===== src/sv/sorted_union_merge_core_defines.svh =====
// Assertion macros for the sorted union merge core.
// Included by the top level; the bodies are empty when SYNTH is defined.
`ifndef SORTED_UNION_MERGE_CORE_DEFINES_SVH
`define SORTED_UNION_MERGE_CORE_DEFINES_SVH

`ifndef SYNTH

// Same-cycle implication, sampled on clk and disabled during reset.
`define SUM_ASSERT_IMPLY(label, ante, cons) \
    label: assert property (@(posedge clk) disable iff (!rst_n) (ante) |-> (cons)) \
        else $error("sorted union merge: same-cycle check failed");

// Next-cycle implication, sampled on clk and disabled during reset.
`define SUM_ASSERT_NEXT(label, ante, cons) \
    label: assert property (@(posedge clk) disable iff (!rst_n) (ante) |=> (cons)) \
        else $error("sorted union merge: next-cycle check failed");

`else

`define SUM_ASSERT_IMPLY(label, ante, cons)
`define SUM_ASSERT_NEXT(label, ante, cons)

`endif

`endif


===== src/sv/sum_pkg.sv =====
// Shared constants and the command type of the sorted union merge core.
// No dependencies; imported by the front end, queue, back end, top level and testbench.
`timescale 1ns / 1ps

package sum_pkg;

    localparam int CNT_W  = 6;
    localparam int VAL_W  = 32;
    localparam int STAT_W = 3;

    // Request actions.
    localparam logic [1:0] ACT_FIRST  = 2'd0;
    localparam logic [1:0] ACT_SECOND = 2'd1;
    localparam logic [1:0] ACT_RUN    = 2'd2;

    // Result status codes.
    localparam logic [STAT_W-1:0] ST_OK         = 3'd0;
    localparam logic [STAT_W-1:0] ST_FIRST_BAD  = 3'd1;
    localparam logic [STAT_W-1:0] ST_SECOND_BAD = 3'd2;
    localparam logic [STAT_W-1:0] ST_BOTH_BAD   = 3'd3;
    localparam logic [STAT_W-1:0] ST_EMPTY      = 3'd4;

    // Command kinds passed from the front end to the back end.
    localparam logic CMD_APPEND = 1'b0;
    localparam logic CMD_RUN    = 1'b1;

    // List select inside an append command.
    localparam logic SEL_FIRST  = 1'b0;
    localparam logic SEL_SECOND = 1'b1;

    // For an append, cnt_a is the write address. For a run, cnt_a and cnt_b
    // are the lengths of the first and second list.
    typedef struct packed {
        logic                     kind;
        logic                     sel;
        logic [CNT_W-1:0]         cnt_a;
        logic [CNT_W-1:0]         cnt_b;
        logic signed [VAL_W-1:0]  value;
        logic [STAT_W-1:0]        status;
        logic                     ovf;
    } sum_cmd_t;

endpackage


===== src/sv/sum_item_if.sv =====
// Request channel of the sorted union merge core: valid, ready and payload.
// Depends on nothing.
`timescale 1ns / 1ps

interface sum_item_if;

    logic               valid;
    logic               ready;
    logic [1:0]         action;
    logic signed [31:0] value;

    modport source (output valid, output action, output value, input ready);
    modport sink (input valid, input action, input value, output ready);

endinterface


===== src/sv/sum_result_if.sv =====
// Result channel of the sorted union merge core: valid, ready and payload.
// Depends on nothing.
`timescale 1ns / 1ps

interface sum_result_if;

    logic               valid;
    logic               ready;
    logic signed [31:0] value_res;
    logic [2:0]         status;
    logic               overflowed;
    logic               last;

    modport source (output valid, output value_res, output status, output overflowed,
                    output last, input ready);
    modport sink (input valid, input value_res, input status, input overflowed,
                  input last, output ready);

endinterface


===== src/sv/sorted_union_merge_core.sv =====
// Top level of the sorted union merge core; uses sum_pkg, both interfaces and the defines header.
// Timing: a merged run passes the queue, then the back end's read and compare states, before
// its first result is registered; a status-only run goes from the queue straight to the output
// register. Commands queued ahead of a run delay it. One request per cycle is taken until the
// four-entry queue fills behind a merge; a merge returns to the read state before each compare.
// Reset (rst_n, async, active low) empties both lists, clears the overflow flag and the queue.
`timescale 1ns / 1ps
`include "sorted_union_merge_core_defines.svh"

module sorted_union_merge_core #(
    parameter int LIST_DEPTH  = 32,
    parameter int QUEUE_DEPTH = 4
) (
    input  logic         clk,
    input  logic         rst_n,
    sum_item_if.sink     item,
    sum_result_if.source result
);

    import sum_pkg::*;

    // Commands travel from the front end to the back end through the queue.
    // An append carries its write address, so the front end can move on to the
    // next list fill while the back end is still merging the previous run; the
    // queue keeps the order, so those writes land only after the merge is done.
    sum_cmd_t q_push_cmd;
    sum_cmd_t q_pop_cmd;
    logic     q_push;
    logic     q_pop;
    logic     q_full;
    logic     q_empty;

    // High while a result other than ok is offered.
    logic     res_status_fail;

    assign res_status_fail = result.valid && (result.status != ST_OK);

    // The front end keeps the list lengths, a running sortedness flag per list
    // and the sticky overflow flag, so a run request already knows its status.
    sum_front #(
        .LIST_DEPTH (LIST_DEPTH)
    ) u_front (
        .clk   (clk),
        .rst_n (rst_n),
        .item  (item),
        .full  (q_full),
        .push  (q_push),
        .cmd   (q_push_cmd)
    );

    sum_queue #(
        .QUEUE_DEPTH (QUEUE_DEPTH)
    ) u_queue (
        .clk      (clk),
        .rst_n    (rst_n),
        .push     (q_push),
        .push_cmd (q_push_cmd),
        .full     (q_full),
        .pop      (q_pop),
        .pop_cmd  (q_pop_cmd),
        .empty    (q_empty)
    );

    // The back end owns the list memories and the output register, which lets a
    // finished result wait for the consumer while the walk state holds.
    sum_back #(
        .LIST_DEPTH (LIST_DEPTH)
    ) u_back (
        .clk    (clk),
        .rst_n  (rst_n),
        .empty  (q_empty),
        .cmd    (q_pop_cmd),
        .pop    (q_pop),
        .result (result)
    );

    // The front end never offers a command to a full queue.
    `SUM_ASSERT_IMPLY(a_no_push_when_full, q_push, !q_full)
    // A status result other than ok is always the only and last one, with zero value.
    `SUM_ASSERT_IMPLY(a_status_is_last, res_status_fail, result.last)
    `SUM_ASSERT_IMPLY(a_status_zero_value, res_status_fail, result.value_res == '0)
    // A command written into an empty queue is visible on the next cycle.
    `SUM_ASSERT_NEXT(a_queue_fills, q_push && q_empty, !q_empty)

endmodule


===== src/sv/sum_front.sv =====
// Front end: takes requests, tracks list lengths, sortedness and overflow,
// and turns each request into a command. Depends on sum_pkg and sum_item_if.
`timescale 1ns / 1ps

module sum_front #(
    parameter int LIST_DEPTH = 32
) (
    input  logic             clk,
    input  logic             rst_n,
    sum_item_if.sink         item,
    input  logic             full,
    output logic             push,
    output sum_pkg::sum_cmd_t cmd
);

    import sum_pkg::*;

    localparam logic [CNT_W-1:0] DEPTH_C = CNT_W'(LIST_DEPTH);

    logic [CNT_W-1:0]        first_cnt_reg, first_cnt_next;
    logic [CNT_W-1:0]        second_cnt_reg, second_cnt_next;
    logic                    first_ok_reg, first_ok_next;
    logic                    second_ok_reg, second_ok_next;
    logic                    ovf_reg, ovf_next;
    logic signed [VAL_W-1:0] first_tail_reg, first_tail_next;
    logic signed [VAL_W-1:0] second_tail_reg, second_tail_next;
    logic                    accept;
    logic [STAT_W-1:0]       run_status;

    assign item.ready = !full;
    assign accept     = item.valid && item.ready;

    // Sortedness is tracked on the fly, so a run needs no separate check pass.
    always_comb
    begin
        first_cnt_next   = first_cnt_reg;
        second_cnt_next  = second_cnt_reg;
        first_ok_next    = first_ok_reg;
        second_ok_next   = second_ok_reg;
        ovf_next         = ovf_reg;
        first_tail_next  = first_tail_reg;
        second_tail_next = second_tail_reg;
        push             = 1'b0;
        cmd              = '0;
        run_status       = ST_OK;
        if (!first_ok_reg && !second_ok_reg)
        begin
            run_status = ST_BOTH_BAD;
        end
        else if (!first_ok_reg)
        begin
            run_status = ST_FIRST_BAD;
        end
        else if (!second_ok_reg)
        begin
            run_status = ST_SECOND_BAD;
        end
        else if (first_cnt_reg == '0 && second_cnt_reg == '0)
        begin
            run_status = ST_EMPTY;
        end
        if (accept)
        begin
            case (item.action)
                ACT_FIRST:
                begin
                    if (first_cnt_reg < DEPTH_C)
                    begin
                        push           = 1'b1;
                        cmd.kind       = CMD_APPEND;
                        cmd.sel        = SEL_FIRST;
                        cmd.cnt_a      = first_cnt_reg;
                        cmd.value      = item.value;
                        first_cnt_next = first_cnt_reg + 1'b1;
                        if (first_cnt_reg != '0 && !(first_tail_reg < item.value))
                        begin
                            first_ok_next = 1'b0;
                        end
                        first_tail_next = item.value;
                    end
                    else
                    begin
                        ovf_next = 1'b1;
                    end
                end
                ACT_SECOND:
                begin
                    if (second_cnt_reg < DEPTH_C)
                    begin
                        push            = 1'b1;
                        cmd.kind        = CMD_APPEND;
                        cmd.sel         = SEL_SECOND;
                        cmd.cnt_a       = second_cnt_reg;
                        cmd.value       = item.value;
                        second_cnt_next = second_cnt_reg + 1'b1;
                        if (second_cnt_reg != '0 && !(second_tail_reg < item.value))
                        begin
                            second_ok_next = 1'b0;
                        end
                        second_tail_next = item.value;
                    end
                    else
                    begin
                        ovf_next = 1'b1;
                    end
                end
                ACT_RUN:
                begin
                    push            = 1'b1;
                    cmd.kind        = CMD_RUN;
                    cmd.cnt_a       = first_cnt_reg;
                    cmd.cnt_b       = second_cnt_reg;
                    cmd.status      = run_status;
                    cmd.ovf         = ovf_reg;
                    first_cnt_next  = '0;
                    second_cnt_next = '0;
                    first_ok_next   = 1'b1;
                    second_ok_next  = 1'b1;
                end
                default:
                begin
                end
            endcase
        end
    end

    always_ff @(posedge clk or negedge rst_n)
    begin
        if (!rst_n)
        begin
            first_cnt_reg  <= '0;
            second_cnt_reg <= '0;
            first_ok_reg   <= 1'b1;
            second_ok_reg  <= 1'b1;
            ovf_reg        <= 1'b0;
        end
        else
        begin
            first_cnt_reg  <= first_cnt_next;
            second_cnt_reg <= second_cnt_next;
            first_ok_reg   <= first_ok_next;
            second_ok_reg  <= second_ok_next;
            ovf_reg        <= ovf_next;
        end
    end

    always_ff @(posedge clk)
    begin
        first_tail_reg  <= first_tail_next;
        second_tail_reg <= second_tail_next;
    end

endmodule


===== src/sv/sum_queue.sv =====
// Short command queue between the front end and the back end.
// Depends on sum_pkg.
`timescale 1ns / 1ps

module sum_queue #(
    parameter int QUEUE_DEPTH = 4
) (
    input  logic              clk,
    input  logic              rst_n,
    input  logic              push,
    input  sum_pkg::sum_cmd_t push_cmd,
    output logic              full,
    input  logic              pop,
    output sum_pkg::sum_cmd_t pop_cmd,
    output logic              empty
);

    import sum_pkg::*;

    localparam int QAW = (QUEUE_DEPTH > 1) ? $clog2(QUEUE_DEPTH) : 1;

    sum_cmd_t       entry_reg [QUEUE_DEPTH];
    logic [QAW:0]   wr_ptr_reg, wr_ptr_next;
    logic [QAW:0]   rd_ptr_reg, rd_ptr_next;
    logic [QAW:0]   fill;

    assign fill    = wr_ptr_reg - rd_ptr_reg;
    assign full    = (fill == (QAW + 1)'(QUEUE_DEPTH));
    assign empty   = (fill == '0);
    assign pop_cmd = entry_reg[rd_ptr_reg[QAW-1:0]];

    always_comb
    begin
        wr_ptr_next = wr_ptr_reg;
        rd_ptr_next = rd_ptr_reg;
        if (push && !full)
        begin
            wr_ptr_next = wr_ptr_reg + 1'b1;
        end
        if (pop && !empty)
        begin
            rd_ptr_next = rd_ptr_reg + 1'b1;
        end
    end

    always_ff @(posedge clk or negedge rst_n)
    begin
        if (!rst_n)
        begin
            wr_ptr_reg <= '0;
            rd_ptr_reg <= '0;
        end
        else
        begin
            wr_ptr_reg <= wr_ptr_next;
            rd_ptr_reg <= rd_ptr_next;
        end
    end

    always_ff @(posedge clk)
    begin
        if (push && !full)
        begin
            entry_reg[wr_ptr_reg[QAW-1:0]] <= push_cmd;
        end
    end

endmodule


===== src/sv/sum_back.sv =====
// Back end: holds both lists in memories, executes appends and walks the
// lists for a merge from registered reads. Depends on sum_pkg, sum_result_if.
`timescale 1ns / 1ps

module sum_back #(
    parameter int LIST_DEPTH = 32
) (
    input  logic              clk,
    input  logic              rst_n,
    input  logic              empty,
    input  sum_pkg::sum_cmd_t cmd,
    output logic              pop,
    sum_result_if.source      result
);

    import sum_pkg::*;

    localparam int AW = (LIST_DEPTH > 1) ? $clog2(LIST_DEPTH) : 1;

    localparam logic [1:0] S_IDLE = 2'd0;
    localparam logic [1:0] S_READ = 2'd1;
    localparam logic [1:0] S_CMP  = 2'd2;

    logic signed [VAL_W-1:0] mem_a [LIST_DEPTH];
    logic signed [VAL_W-1:0] mem_b [LIST_DEPTH];
    logic signed [VAL_W-1:0] rd_a_reg, rd_b_reg;

    logic [1:0]              state_reg, state_next;
    logic [CNT_W-1:0]        f_reg, f_next, g_reg, g_next;
    logic [CNT_W-1:0]        nf_reg, nf_next, ns_reg, ns_next;
    logic                    run_ovf_reg, run_ovf_next;

    logic                    out_valid_reg, out_valid_next;
    logic signed [VAL_W-1:0] out_value_reg, out_value_next;
    logic [STAT_W-1:0]       out_status_reg, out_status_next;
    logic                    out_ovf_reg, out_ovf_next;
    logic                    out_last_reg, out_last_next;

    logic                    out_free;
    logic                    wr_a, wr_b;
    logic                    has_a, has_b;

    assign out_free          = !out_valid_reg || result.ready;
    assign has_a             = f_reg < nf_reg;
    assign has_b             = g_reg < ns_reg;
    assign result.valid      = out_valid_reg;
    assign result.value_res  = out_value_reg;
    assign result.status     = out_status_reg;
    assign result.overflowed = out_ovf_reg;
    assign result.last       = out_last_reg;

    always_comb
    begin
        state_next      = state_reg;
        f_next          = f_reg;
        g_next          = g_reg;
        nf_next         = nf_reg;
        ns_next         = ns_reg;
        run_ovf_next    = run_ovf_reg;
        out_valid_next  = out_valid_reg && !result.ready;
        out_value_next  = out_value_reg;
        out_status_next = out_status_reg;
        out_ovf_next    = out_ovf_reg;
        out_last_next   = out_last_reg;
        pop             = 1'b0;
        wr_a            = 1'b0;
        wr_b            = 1'b0;
        case (state_reg)
            S_IDLE:
            begin
                if (!empty)
                begin
                    if (cmd.kind == CMD_APPEND)
                    begin
                        pop  = 1'b1;
                        wr_a = (cmd.sel == SEL_FIRST);
                        wr_b = (cmd.sel == SEL_SECOND);
                    end
                    else if (cmd.status != ST_OK)
                    begin
                        // Failed check or two empty lists: a single status result.
                        if (out_free)
                        begin
                            pop             = 1'b1;
                            out_valid_next  = 1'b1;
                            out_value_next  = '0;
                            out_status_next = cmd.status;
                            out_ovf_next    = cmd.ovf;
                            out_last_next   = 1'b1;
                        end
                    end
                    else
                    begin
                        pop          = 1'b1;
                        f_next       = '0;
                        g_next       = '0;
                        nf_next      = cmd.cnt_a;
                        ns_next      = cmd.cnt_b;
                        run_ovf_next = cmd.ovf;
                        state_next   = S_READ;
                    end
                end
            end
            S_READ:
            begin
                state_next = S_CMP;
            end
            S_CMP:
            begin
                if (out_free)
                begin
                    out_valid_next  = 1'b1;
                    out_status_next = ST_OK;
                    out_ovf_next    = run_ovf_reg;
                    if (has_a && has_b)
                    begin
                        if (rd_a_reg < rd_b_reg)
                        begin
                            out_value_next = rd_a_reg;
                            f_next         = f_reg + 1'b1;
                        end
                        else if (rd_a_reg == rd_b_reg)
                        begin
                            // Equal heads appear once in the union.
                            out_value_next = rd_a_reg;
                            f_next         = f_reg + 1'b1;
                            g_next         = g_reg + 1'b1;
                        end
                        else
                        begin
                            out_value_next = rd_b_reg;
                            g_next         = g_reg + 1'b1;
                        end
                    end
                    else if (has_b)
                    begin
                        out_value_next = rd_b_reg;
                        g_next         = g_reg + 1'b1;
                    end
                    else
                    begin
                        out_value_next = rd_a_reg;
                        f_next         = f_reg + 1'b1;
                    end
                    out_last_next = (f_next >= nf_reg) && (g_next >= ns_reg);
                    state_next    = out_last_next ? S_IDLE : S_READ;
                end
            end
            default:
            begin
                state_next = S_IDLE;
            end
        endcase
    end

    always_ff @(posedge clk or negedge rst_n)
    begin
        if (!rst_n)
        begin
            state_reg     <= S_IDLE;
            out_valid_reg <= 1'b0;
        end
        else
        begin
            state_reg     <= state_next;
            out_valid_reg <= out_valid_next;
        end
    end

    always_ff @(posedge clk)
    begin
        f_reg          <= f_next;
        g_reg          <= g_next;
        nf_reg         <= nf_next;
        ns_reg         <= ns_next;
        run_ovf_reg    <= run_ovf_next;
        out_value_reg  <= out_value_next;
        out_status_reg <= out_status_next;
        out_ovf_reg    <= out_ovf_next;
        out_last_reg   <= out_last_next;
    end

    always_ff @(posedge clk)
    begin
        if (wr_a)
        begin
            mem_a[cmd.cnt_a[AW-1:0]] <= cmd.value;
        end
        if (wr_b)
        begin
            mem_b[cmd.cnt_a[AW-1:0]] <= cmd.value;
        end
        rd_a_reg <= mem_a[f_reg[AW-1:0]];
        rd_b_reg <= mem_b[g_reg[AW-1:0]];
    end

endmodule


===== src/flat_wrapper.sv =====
// flat-port wrapper written by rule: the top's interface ports become plain ports
module sorted_union_merge_core_flat import sum_pkg::*;
#(
    parameter int LIST_DEPTH  = 32,
    parameter int QUEUE_DEPTH = 4
)
  (clk, rst_n, item_valid, item_action, item_value, item_ready, result_valid, result_value_res, result_status, result_overflowed, result_last, result_ready);
  sum_item_if item_i ();
  sum_result_if result_i ();
  input  logic clk;
  input  logic rst_n;
  input wire logic [$bits(item_i.valid)-1:0] item_valid;
  input wire logic [$bits(item_i.action)-1:0] item_action;
  input wire logic [$bits(item_i.value)-1:0] item_value;
  output wire logic [$bits(item_i.ready)-1:0] item_ready;
  output wire logic [$bits(result_i.valid)-1:0] result_valid;
  output wire logic [$bits(result_i.value_res)-1:0] result_value_res;
  output wire logic [$bits(result_i.status)-1:0] result_status;
  output wire logic [$bits(result_i.overflowed)-1:0] result_overflowed;
  output wire logic [$bits(result_i.last)-1:0] result_last;
  input wire logic [$bits(result_i.ready)-1:0] result_ready;
  assign item_i.valid = item_valid;
  assign item_i.action = item_action;
  assign item_i.value = item_value;
  assign item_ready = item_i.ready;
  assign result_valid = result_i.valid;
  assign result_value_res = result_i.value_res;
  assign result_status = result_i.status;
  assign result_overflowed = result_i.overflowed;
  assign result_last = result_i.last;
  assign result_i.ready = result_ready;
  sorted_union_merge_core #(.LIST_DEPTH(LIST_DEPTH), .QUEUE_DEPTH(QUEUE_DEPTH)) u_core (.clk(clk), .rst_n(rst_n), .item(item_i), .result(result_i));
endmodule

===== config.mk =====
export PLATFORM = sky130hd
export DESIGN_NAME = sorted_union_merge_core_flat
export DESIGN_NICKNAME = d
export VERILOG_FILES = /design/src/sv/sum_pkg.sv /design/src/sv/sum_item_if.sv /design/src/sv/sum_result_if.sv /design/src/sv/sorted_union_merge_core.sv /design/src/sv/sum_front.sv /design/src/sv/sum_queue.sv /design/src/sv/sum_back.sv /design/src/flat_wrapper.sv
export VERILOG_INCLUDE_DIRS = /design/src /design/src/sv
export SDC_FILE = /design/constraint.sdc
export NUM_CORES = 2
export LEC_CHECK = 0
export BUFFER_PORTS_ARGS = -buffer_cell sky130_fd_sc_hd__buf_2
export CAP_MARGIN = 25
export CORE_MARGIN = 10
export CORE_UTILIZATION = 35
export DETAILED_ROUTE_END_ITERATION = 6
export PLACE_DENSITY = 0.54
export SLEW_MARGIN = 40
export SYNTH_ARGS = -nofsm -noshare
export SYNTH_HDL_FRONTEND = slang
export SYNTH_SLANG_ARGS = --single-unit

===== constraint.sdc =====
create_clock -name clk -period 10.7 [get_ports clk]
set_input_delay 2.14 -clock clk [delete_from_list [all_inputs] [get_ports clk]]
set_output_delay 2.14 -clock clk [all_outputs]
set_load 0.01 [all_outputs]

### Word level (Yosys, flattened, before mapping)

Memory sizes are Yosys's and may differ from the RTL's. A register that Yosys moved wholly into a read port is not among the register bits.
Cells that the tools add are included.

| operators by class | value |
|---|---|
| add/sub/neg operators | 7 |
| magnitude comparators | 9 |
| eq/ne operators | 18 |
| mux-type cells | 106 |
| bitwise operators | 3 |
| reduce and logical (&&, ||, !) cells | 42 |

Operator list:

| kind | number |
|---|---|
| 32-bit 2-to-1 mux | 11 |
| 32-bit case mux with 2 select lines | 2 |
| 6-bit 2-to-1 mux | 20 |
| 32-bit less-than comparator | 3 |
| 50-bit 2-to-1 mux | 1 |
| 6-bit case mux with 2 select lines | 4 |
| 1-bit 2-to-1 mux | 41 |
| 32-bit == test | 1 |
| 3-bit 2-to-1 mux | 9 |
| 6-bit by 1-bit adder with 6-bit output, second input constant | 4 |
| 2-bit inequality test, second input constant | 12 |
| 4-bit AND reduction | 5 |
| 6-bit case mux with 3 select lines | 1 |
| 1-bit case mux with 2 select lines | 7 |
| 6-bit greater-or-equal comparator | 2 |
| 6-bit zero test | 2 |
| 6-bit less-than comparator | 2 |
| 6-bit less-than comparator, second input constant | 2 |
| 3-bit AND reduction | 4 |
| 6-bit nonzero test | 2 |
| 1-bit logical AND | 10 |
| 1-bit zero test | 8 |
| 2-bit 2-to-1 mux | 4 |
| 2-bit nonzero test | 4 |
| 17 further kinds | 24 |

| word-level totals | value |
|---|---|
| register bits | 150 |
| RAM bits | 2248 |
| bits of input ports | 38 |
| output and inout bits | 39 |
| logic and storage cells | 208 |
| memories | 3 |

Memory list:

| name | depth | width | read ports | clocked after memory_dff | wr ports | RTL line | RTL |
|---|---|---|---|---|---|---|---|
| u_core.u_back.mem_a | 32 | 32 | 1 | 1 | 1 | sum_back.sv:24 | `logic signed [VAL_W-1:0] mem_a [LIST_DEPTH];` |
| u_core.u_back.mem_b | 32 | 32 | 1 | 1 | 1 | sum_back.sv:25 | `logic signed [VAL_W-1:0] mem_b [LIST_DEPTH];` |
| u_core.u_queue.entry_reg | 4 | 50 | 1 | 0 | 1 | sum_queue.sv:22 | `sum_cmd_t entry_reg [QUEUE_DEPTH];` |

### Depth between registers and ports, before layout

| depth | value |
|---|---|
| depth in word-level cells | 11 |
| gate-level depth with buffers | 19 |

### Hierarchy

A second synthesis with hierarchy kept.

| second synthesis, totals | value |
|---|---|
| cell total of the unflattened synthesis | 4427 |
| area, all modules | 95639.2 sq um |

By module, submodules not included:

| module | times used | cells each | area an instance (sq um) |
|---|---|---|---|
| sum_back | 1 | 3733 | 83472.6 |
| sum_queue | 1 | 299 | 7633.6 |
| sum_front | 1 | 395 | 4533.1 |

### Worst setup path after synthesis

OpenSTA, ideal clock, no wires.

| timing path | value |
|---|---|
| path kind | input port to flip-flop |
| start | input port item_action[1] |
| end | memory u_core.u_queue.entry_reg[3][0] (netlist name) (enable) |
| data arrival time | 5378 ps |
| required time | 10233 ps |
| path slack | 4855 ps |
| stages | 5 |
| path buffers | 0 |
| cells stage by stage | nor3b_1 nor2_1 nor2_1 nor2_1 nor2b_1 |

| on the way | value |
|---|---|
| longest elaborated chain between the ends | 6 |
| elaborated cells on any way between the ends | 8 |

Ends and longest elaborated chain:

| what | RTL line | RTL |
|---|---|---|
| start: declaration | flat_wrapper.sv:13 | `input wire logic [$bits(item_i.action)-1:0] item_action;` |
| 2-bit == test (tied with other cells) | sum_front.sv:64 | `case (item.action)` |
| 1-bit case mux with 3 select lines * | sum_front.sv:64 |  |
| 1-bit 2-to-1 mux * | sum_front.sv:62 | `if (accept)` |
| 1-bit logical AND * | sum_queue.sv:62 | `if (push && !full)` |
| 1-bit 2-to-1 mux * | sum_queue.sv:62 |  |
| 1-bit 2-to-1 mux (implied by the code) * | sum_queue.sv:64 | `entry_reg[wr_ptr_reg[QAW-1:0]] <= push_cmd;` |
| end: declaration | sum_queue.sv:22 |  |

Every way passes the cells marked *; elsewhere a longest branch is shown, timed or not.

### Worst setup path in the final report

| timing path | value |
|---|---|
| start | register u_core.u_queue.rd_ptr_reg[0] |
| end | memory u_core.u_back.mem_a[18][25] (enable) |

| on the way | value |
|---|---|
| longest elaborated chain between the ends | 7 |
| elaborated cells on any way between the ends | 9 |

Ends and longest elaborated chain:

| what | RTL line | RTL |
|---|---|---|
| start: declaration | sum_queue.sv:24 | `logic [QAW:0] rd_ptr_reg, rd_ptr_next;` |
| start signal: assignment | sum_queue.sv:56 | `rd_ptr_reg <= rd_ptr_next;` |
| branches (longest 7 deep; another with 3-bit subtractor) | - |  |
| end: declaration | sum_back.sv:24 |  |

Parallel ways; which one is timed is not known.

==> key figures <==
Min path
  – Hold Path Depth: 2
  – Hold Crit Class: reg -> reg
  – Worst hold endpoint: u_core.u_front.ovf_reg$_DFFE_PN0P_
  – Hold_sp: u_core.u_front.ovf_reg$_DFFE_PN0P_

Clock network
  – Worst-skew pair later-pin latency: 0.91 ns
  – CTS tree: built
  – H-Tree Depth: 4
  – Clock transition at path regs: roughly 0.060 ns
  – Buffer count from post-CTS setup fixing: 0
  – Hold-fix buffers at CTS: 0
  – Root buffer cell: clkbuf_16
  – Quantity of gates resized following cts: 0
  – Total CTS buffers: around 250
  – Clk sinks: 2,462
  – Max Buffers Root-to-Sink: 4

GRT
  – Overflow after GRT: 0
  – Vias in the first global route: 45.53k
  – Pin count of the biggest net entering global routing: 109
  – Antenna violations before repair: 13
  – First-pass GRT wire length: 341,300 um
  – Global Route Usage Sum: 0.1600

Power
  – Register share of total power: 0.451
  – Sw Ratio: 0.3047
  – Gate power share: 0.260
  – Power Density: 272.3 nW/um2
  – Internal power: 0.02069 W
  – Switching power: 0.009071 W
  – Clk pwr share: 0.289
  – PnR Total Power: 0.02977 W
  – LEAKAGE: around 35 nW
  – Peak VDD IR: 191.2 uV

Synthesis
  – Yosys top cell by area: edfxtp_1
  – Syn Std Cell Area: 95,260 um2
  – Synth Flop Type: edfxtp_1
  – Syn. warnings: 0
  – Seq/Total Area, Yosys: 0.7681
  – Top cells by area, synth: edfxtp_1 (75%), mux4_2 (16%), ha_1 (1.7%)
  – Synthesized flop and latch total: 2,462
  – Synth cell types: 70
  – Net Count, Synth: around 4.3k
  – Synthesized area per cell: ~23 um2
  – Async S/R FF share, synth: 0.009748
  – Post-synth top area share: 0.7484
  – Number of synthesized flops with an enable pin: ~2.4k
  – Cells after Synth: 4,149

Layout
  – Finished Layout Cells: 8,207
  – Area grow syn2layout: 14.74%
  – Final Net Count: around 4.6k
  – Layout cell share with drive strength beyond 1: 0.3092

Critical path
  – Critical Path Start Type: register
  – Register-to-register path setup slack: 5.55 ns
  – Worst EP arrival: 5.66 ns
  – R2R Path End: u_core.u_back.mem_a[18][25]$_DFFE_PP_
  – Reg2reg start: u_core.u_queue.rd_ptr_reg[0]$_DFFE_PN0P_
  – WP data required: 11.21 ns
  – Maximum fanout along the worst path: 31
  – Reg2Reg Depth: 7
  – Worst setup path class: reg -> reg
  – Crit path capture type: register

Floorplan
  – Row cnt: 191
  – Die height: 541.7 um
  – Io pins: just under 80
  – Core Area: 270,800 um2
  – Die Footprint: 293,400 um2
  – Initial core utilization: 0.3518
  – Die X: 541.7 um

STA
  – Final count of negative-setup-slack endpoints: 0
  – Slew Viols, Final: 0
  – Worst relative slew slack: 0.4161
  – Highest Clock Rate: 194.4 MHz
  – Skew final: around 0.049 ns
  – Fin crit period: about 5.1 ns
  – Worst-Margin Slew: 0.8758 ns
  – Final hold vios: 0
  – Unrepaired setup endpoints after global routing: false
  – Fin crit share: 0.4809
  – Fin Setup TNS: 0 ns

Detailed routing
  – Drt wl/cell: 29.18 um
  – DRT Pass-1 Iters: 5
  – Routed vias/inst: approximately 5.3
  – Initial drt markers: 4,547
  – ANT nets after route: 0
  – Via count: approximately 44k
  – Final WL: 239,500 um
  – DRC Markers: 0

Place
  – I/O Buffers: 76
  – Post-detail-place hpwl: 131,400 um
  – Gpl congestion: 0.7588
  – Placed Cells: 7,750

Status
  – Status: completed

Job
  – Max-Cap Viols: 0
==> cells by family after synthesis <==
group | Yosys count | synth area share
AOI/OAI and AO/OA | 130 | 0.009181
xor gates and xnor gates | 18 | 0.001655
adders and majority gates | 129 | 0.01694
buffers and inverters | 282 | 0.01227
DFF | 2462 | 0.7681
muxes | 792 | 0.1748
and+or+nand+nor | 336 | 0.01702
==> power groups by stage <==
stage	Combinational, W	Sequential [W]	Clock [W]
4_1_cts	0.00788	0.0134	0.00880
3_5_place_dp	0.00787	0.0136	0
3_3_place_gp	0.00764	0.0136	0
6_report	0.00773	0.0134	0.00861
5_1_grt	0.00833	0.0135	0.00920
2_1_floorplan	0.00468	0.0134	0
==> worst max-delay path: stages, from the launching register on <==
cell     delay (ns)
dfrtp_4        0.72
buf_4          0.60
mux4_2         0.66
nor3_1         0.67
buf_4          0.27
nand2_1        0.45
nor2_4         0.79
buf_4          0.53
==> routing by layer <==
| metal | routed length (um) | GRT usage | share of wire |
|---|---|---|---|
| met3 | 13600 | 0.02622 | 0.057 |
| met4 | 6400 | 0.03982 | 0.027 |
| met2 | 114100 | 0.2582 | 0.48 |
| met5 | 0 | 0 | 0 |
| met1 | 105400 | 0.2278 | 0.44 |
==> placed cells by master, fill, tap and decap left out, types with 8 or more instances in the layout <==
| cell type | Yosys | final |
|---|---|---|
| ha_1 | 129 | 129 |
| nor3_1 | 39 | 36 |
| clkbuf_1 | 116 | 55 |
| buf_2 | 52 | 76 |
| clkinv_2 | 0 | 40 |
| clkbuf_16 | 0 | 248 |
| dfrtp_1 | 22 | 20 |
| buf_12 | 0 | 8 |
| clkinvlp_4 | 0 | 15 |
| nor2_1 | 141 | 74 |
| a21oi_1 | 41 | 41 |
| bufinv_16 | 0 | 29 |
| nor2b_1 | 15 | 10 |
| and2_1 | 13 | 13 |
| xor2_1 | 13 | 13 |
| nand4_1 | 21 | 21 |
| clkinv_1 | 0 | 45 |
| nand2_1 | 43 | 43 |
| buf_16 | 0 | 8 |
| o21ai_0 | 16 | 16 |
| a21o_1 | 15 | 15 |
| mux4_2 | 690 | 684 |
| dfxtp_1 | 64 | 64 |
| buf_4 | 1 | 113 |
| edfxtp_1 | 2374 | 2374 |
| or3_1 | 8 | 8 |
| nor2_4 | 0 | 65 |
| o21ai_1 | 8 | 8 |
| buf_6 | 1 | 17 |
| mux2_2 | 68 | 68 |
| nand3_1 | 14 | 12 |
| inv_1 | 90 | 90 |
| mux2i_1 | 33 | 32 |
| nand2b_1 | 14 | 13 |
==> cells in the mapped netlist, types with 14 or more instances <==
| master | instances |
|---|---|
| edfxtp_1 | 2374 |
| nor2_1 | 141 |
| nand3_1 | 14 |
| dfrtp_1 | 22 |
| nand4_1 | 21 |
| o21ai_0 | 16 |
| nand2_1 | 43 |
| clkbuf_1 | 116 |
| nor3_1 | 39 |
| dfxtp_1 | 64 |
| a21o_1 | 15 |
| inv_1 | 90 |
| mux2_2 | 68 |
| mux2i_1 | 33 |
| ha_1 | 129 |
| nor2b_1 | 15 |
| buf_2 | 52 |
| buf_1 | 18 |
| a21oi_1 | 41 |
| mux4_2 | 690 |
| nand2b_1 | 14 |
==> worst max-delay path by stage <==
stage	from	slack (ns)	end
6_report	u_core.u_queue.rd_ptr_reg[0]$_DFFE_PN0P_	5.55	u_core.u_back.mem_a[18][25]$_DFFE_PP_
5_1_grt	u_core.u_queue.rd_ptr_reg[0]$_DFFE_PN0P_	5.15	u_core.u_back.mem_a[18][24]$_DFFE_PP_
4_1_cts	u_core.u_queue.rd_ptr_reg[0]$_DFFE_PN0P_	5.33	u_core.u_back.mem_a[23][1]$_DFFE_PP_
3_5_place_dp	item_action[0]	5.25	u_core.u_queue.entry_reg[1][18]$_DFFE_PP_
3_3_place_gp	item_action[0]	5.26	u_core.u_queue.entry_reg[3][15]$_DFFE_PP_
2_1_floorplan	item_action[1]	4.86	u_core.u_queue.entry_reg[3][0]$_DFFE_PP_
==> area by class of cell <==
cell class                 count  area, um2
fill                       23510     161500
timing repair buffer         223       1815
sequential                  2462      73180
multi-input combinational   1405      21510
tap                         3570       4467
antenna                        6      15.01
inverter                      91      341.6
clock buffer                 305       6440
clock inverter               145       1534
==> through the flow <==
step / instance area (um2) / hold WS [ns] / util / setup WS, ns
global placement: 100900 / 0.4575 / 0.3726 / 5.259
detailed placement: 101300 / 0.4442 / 0.3740 / 5.254
finish: 109300 / 0.4533 / 0.4037 / 5.555
global route: 109300 / 0.5012 / 0.4036 / 5.154
floorplan: 95260 / 0.4243 / - / 4.855
CTS: 109200 / 0.4586 / 0.4034 / 5.334
Power figures use the tool's default switching activity.
